<file path="src/hdl/llk_out_fifo.sv">
// Result queue between the pipeline and the output channel.
module llk_out_fifo #(
  parameter int WIDTH = 77,
  parameter int DEPTH = 8
) (
  input  logic             clk,
  input  logic             rst_n,
  input  logic             push,
  input  logic [WIDTH-1:0] wdata,
  output logic             out_valid,
  input  logic             out_stall,
  output logic [WIDTH-1:0] rdata
);

  localparam int PW = (DEPTH > 1) ? $clog2(DEPTH) : 1;
  localparam int CW = $clog2(DEPTH + 1);

  logic [WIDTH-1:0] mem_r [DEPTH];
  logic [PW-1:0]    wr_ptr_r;
  logic [PW-1:0]    rd_ptr_r;
  logic [CW-1:0]    count_r;
  logic [CW-1:0]    count_nxt;
  logic             pop;

  assign out_valid = (count_r != '0);
  assign rdata     = mem_r[rd_ptr_r];
  assign pop       = out_valid && !out_stall;

  always_comb begin
    count_nxt = count_r;
    if (push && !pop) begin
      count_nxt = count_r + CW'(1);
    end else if (pop && !push) begin
      count_nxt = count_r - CW'(1);
    end
  end

  always_ff @(posedge clk) begin
    if (!rst_n) begin
      wr_ptr_r <= '0;
      rd_ptr_r <= '0;
      count_r  <= '0;
    end else begin
      if (push) begin
        wr_ptr_r <= (wr_ptr_r == PW'(DEPTH - 1)) ? '0 : wr_ptr_r + PW'(1);
      end
      if (pop) begin
        rd_ptr_r <= (rd_ptr_r == PW'(DEPTH - 1)) ? '0 : rd_ptr_r + PW'(1);
      end
      count_r <= count_nxt;
    end
    if (push) begin
      mem_r[wr_ptr_r] <= wdata;
    end
  end

endmodule

</file>
<file path="config.mk">
export PLATFORM = sky130hd
export DESIGN_NAME = llk_out_fifo
export DESIGN_NICKNAME = d
export VERILOG_FILES = /design/src/hdl/llk_out_fifo.sv
export SDC_FILE = /design/constraint.sdc
export NUM_CORES = 1
export LEC_CHECK = 0
export CORE_UTILIZATION = 60
export CTS_CLUSTER_SIZE = 20
export DETAILED_ROUTE_END_ITERATION = 6
export DONT_BUFFER_PORTS = 1
export HOLD_SLACK_MARGIN = 0.02
export PLACE_DENSITY = 0.84
export SYNTH_ARGS = -nofsm -noshare
export SYNTH_HDL_FRONTEND = slang
export SYNTH_SLANG_ARGS = --single-unit
</file>
<file path="constraint.sdc">
create_clock -name clk -period 13.4 [get_ports clk]
set_input_delay 0.67 -clock clk [delete_from_list [all_inputs] [get_ports clk]]
set_output_delay 0.67 -clock clk [all_outputs]
set_load 0.05 [all_outputs]
</file>
Word-level counts from Yosys, hierarchy flattened
Memory sizes are Yosys's and may differ from the RTL's. A register that Yosys moved wholly into a read port is not among the register bits.
Index checks and enable logic that the tools add are counted.
{ "totals": {"latchBits": 0, "mem_bits_ro": 0, "n_memories": 1, "ff_bits": 10, "out_inout_bits": 78, "ramBits": 616, "word_cells": 26, "in_bits": 81} }
{ "memory_table": {"columns": ["memory", "words", "width", "read_ports", "rd_clocked_by_memory_dff", "wr", "line_no", "rtl"], "rows": [
  ["mem_r", 8, 77, 1, 1, 1, "18", "logic [WIDTH-1:0] mem_r [DEPTH];"]
]} }
{ "op_classes": {"addsub": 4, "muxes": 8, "n_div": 0, "shift": 0, "order_cmp": 0, "bitwise_logic": 0, "reduce_logical": 8, "n_mul": 0, "n_eq_ne": 2} }
{ "ops": {"columns": ["cell", "count"], "rows": [
  ["two-way mux 3 bit", 4],
  ["two-way mux 4 bit", 2],
  ["adder 3 x 1 -> 3 bit (second input constant)", 2],
  ["== test 3 bit (second input constant)", 2],
  ["adder 4 x 1 -> 4 bit (second input constant)", 1],
  ["nonzero test 4 bit", 1],
  ["subtractor 4 x 1 -> 4 bit (second input constant)", 1],
  ["logical AND 1 bit", 3],
  ["zero test 1 bit", 3],
  ["two-way mux 1 bit", 2],
  ["nonzero test 2 bit", 1]
]} }

Longest topological paths before layout
{ "depth": {"ltp_word": 5, "ltp_mapped": 10, "mapped_depth_nobuf": 10} }

Worst setup path before layout
No wires, ideal clock.
{ "synth_path": {"path_kind": "input to register", "from": "input push", "to": "memory mem_r[0][0], enable pin", "path_stages": 2, "t_arrival_ns": 5.998, "setup_ns": 0.607, "t_required_ns": 12.793, "slack_ns": 6.796, "path_buffers": 0, "path_cell_list": "nand2b_1 nor3_1"} }
{ "synth_via": {"elab_chain_len": 2} }
{ "synth_rtl": {"columns": ["item", "line_no", "rtl"], "rows": [
  ["start: declaration", "8", "input logic push,"],
  ["two-way mux 1 bit", "52", "if (push) begin"],
  ["two-way mux 1 bit (not written as such)", "53", "mem_r[wr_ptr_r] <= wdata;"],
  ["end: declaration", "18", null]
]} }
Every way passes these cells.

==> flow_summary.toml <==
[status]
status = "completed"

[global_routing]
antenna_found_initial = 0
grt_pass1_wl_um = 66800
grtUsageTotal = 0.226
grt_max_degree = 69
gr-total-overflow = 0
grt_pass1_vias = 10700

[clock_network]
cts_sinks = 629
cts-resized-gates = 0
clock_path_buffers = 3
ctsHoldBuffers = 0
cts_tree = "done"
cts_htree_levels = 2
clk_pin_slew_worst_paths_ns = 0.06
cts_setup_buffers = 0
cts-root-buf = "clkbuf_16"
cts_buffers = 58
clock_latency_ns = 0.60

[worst_setup_path]
cpMostUsedCell = "buf_4"
cpPeakStageDelay_ns = 0.85
crit_arrival_ns = 4.00
worst-path-buf-inv = 2
crit_required_ns = 12.73
crit_family = "buffers and inverters"
critPathSlowestCell = "dfxtp_4"
cp_max_fo = 40
critPathLaunchType = "register"
crit_type = "register to primary output"
cp_cell_sequence = "buf_4, buf_4, mux4_2, mux2_2"
endpoint_kind = "primary output"

[floorplan]
die_y_um = 202
initial_core_util = 0.615
core_area_um2 = 39100
die_w_um = 202
fp-row-count = 72
die_area_um2 = 40900
io_pins = 159

[pwr]
p_per_area_nw_per_um2 = 178
p_total_mw = 4.66
leakagePower_nw = 8.09
irDropWorstVdd_mv = 0.177

[sta]
finalMaxSlewViolations = 0
finalHoldViolCount = 0
setup_viol = 0
slew-limit-headroom = 0.211
rsz0062_at_grt = "false"
period_needed_ns = 4.67
fin_crit_sh = 0.349
fin_skew_ns = 0.0145
fmax_mhz = 214
fin_setup_tns_ns = 0
tightest_slew_ns = 1.18

[yosys]
yosysSeqAreaShare = 0.781
yosysTopAreaCellShare = 0.770
ys_types = 27
synth_warnings = 0
syn-cell-area_um2 = 24000
syn_area_per_cell_um2 = 25.0
ys_ff_latch = 629
synthTopCellsByArea = "edfxtp_1, mux4_2, mux2_4"
yosys.area.top_type = "edfxtp_1"
netlist_instances = 960
synth_nets = 1049

[drt]
drt_iter0_drc = 780
drtAntennaViolNets = 0
dr.pass1.iters = 5
routed_wl_um = 44400
drcViolationCount = 0
viasPerCell = 6.30
wl_per_cell_um = 28.5
vias = 9809

[min_path]
hold_path_class = "input pin to register"

[cells_and_area]
final_layout_size_suffix_gt1_frac = 0.319
fillerInstances = 2337
nNetsFinal = 1083
diodes = 0
area_growth_pct = 9.29

[flow_run]
cap_violations = 0

[placed_design]
gp_congestion = 0.695
port_buffers = 0
dp_hpwl_um = 23400
## cell families after synthesis
logic type               Yosys count  share of synthesized area
buffers and inverters             47                     0.0135
adder cells (fa/ha/maj)            8                    0.00448
XOR/XNOR                           2                   0.000729
flip-flops                       629                      0.781
AO/OA/AOI/OAI                      5                    0.00120
AND/OR/NAND/NOR                   31                    0.00672
multiplexers                     238                      0.193
## report_power, final
group | internal (mW) | switching, mW
combinational | 0.372 | 0.553
sequential | 2.21 | 0.0481
clock | 0.822 | 0.655
## stage by stage
| step | setup WS, ns | cells | utilization | cell area, µm² | hold WS, ns |
|---|---|---|---|---|---|
| floorplan | 6.80 | 960 | - | 24000 | 0.440 |
| global placement | 9.26 | 1452 | 0.628 | 24600 | 0.463 |
| detailed placement | 9.21 | 1452 | 0.628 | 24600 | 0.484 |
| CTS | 8.58 | 1556 | 0.672 | 26300 | 0.131 |
| global route | 8.37 | 1556 | 0.672 | 26300 | 0.126 |
| finish | 8.73 | 1556 | 0.672 | 26300 | 0.163 |
## final cells by class
cell class                 count  area [µm²]  area share
clock buffer                  84        1600      0.0609
clock inverter                20        91.3     0.00348
inverter                       2        7.51    0.000286
multi-input combinational    284        5000       0.190
sequential                   629       18800       0.715
tap                          518         648      0.0247
timing repair buffer          19         143     0.00543
## Yosys cell counts, drive strengths merged
cell type	count
edfxtp	616
nand2	4
ha	7
inv	2
nand2b	5
nor2b	7
a211oi	1
fa	1
mux2	77
and2	3
buf	32
o21ai	2
nand3	1
mux4	154
dfxtp	13
nor2	8
clkbuf	13
mux2i	7
a31oi	1
nor3	2
or4	1
xnor2	2
a21oi	1
## worst paths after layout
| check | endpoint | slack, ns | from | cells past startpoint |
|---|---|---|---|---|
| max | rdata[76] | 8.73 | register | 4 |
| min | mem_r[5][12]$_DFFE_PP_ | 0.16 | wdata[12] | 0 |
| max reg2reg | count_r[3]$_SDFFE_PN0P_ | 10.48 | count_r[1]$_SDFFE_PN0P_ | 10 |
| min reg2reg | count_r[3]$_SDFFE_PN0P_ | 0.49 | count_r[3]$_SDFFE_PN0P_ | 2 |
## layout by cell type, fill, tap and decap left out, types with 5 or more instances in the layout
cell and n:
clkbuf_1 22, nand2b_1 5, nor2_4 6, buf_4 19, dfxtp_1 10, clkinv_1 12, mux2_4 60, edfxtp_1 616
mux2_2 17, clkbuf_16 59, ha_1 7, mux2i_1 7, nor2b_1 7, clkinv_2 6, mux4_2 154
## registers in the layout, summed over array words and instances (netlist names), named ones only
register	cells
mem_r	616
wr_ptr_r	3
rd_ptr_r	3
count_r	4
## routing by layer
metal  share of wire  track usage  up-vias
li1                -            -     4153
met1            0.39        0.291     5236
met2            0.51        0.376      351
met3           0.079       0.0618       69
met4           0.022       0.0736        0
met5               0            0        -
No activity file was read; power rests on OpenSTA's default activity.
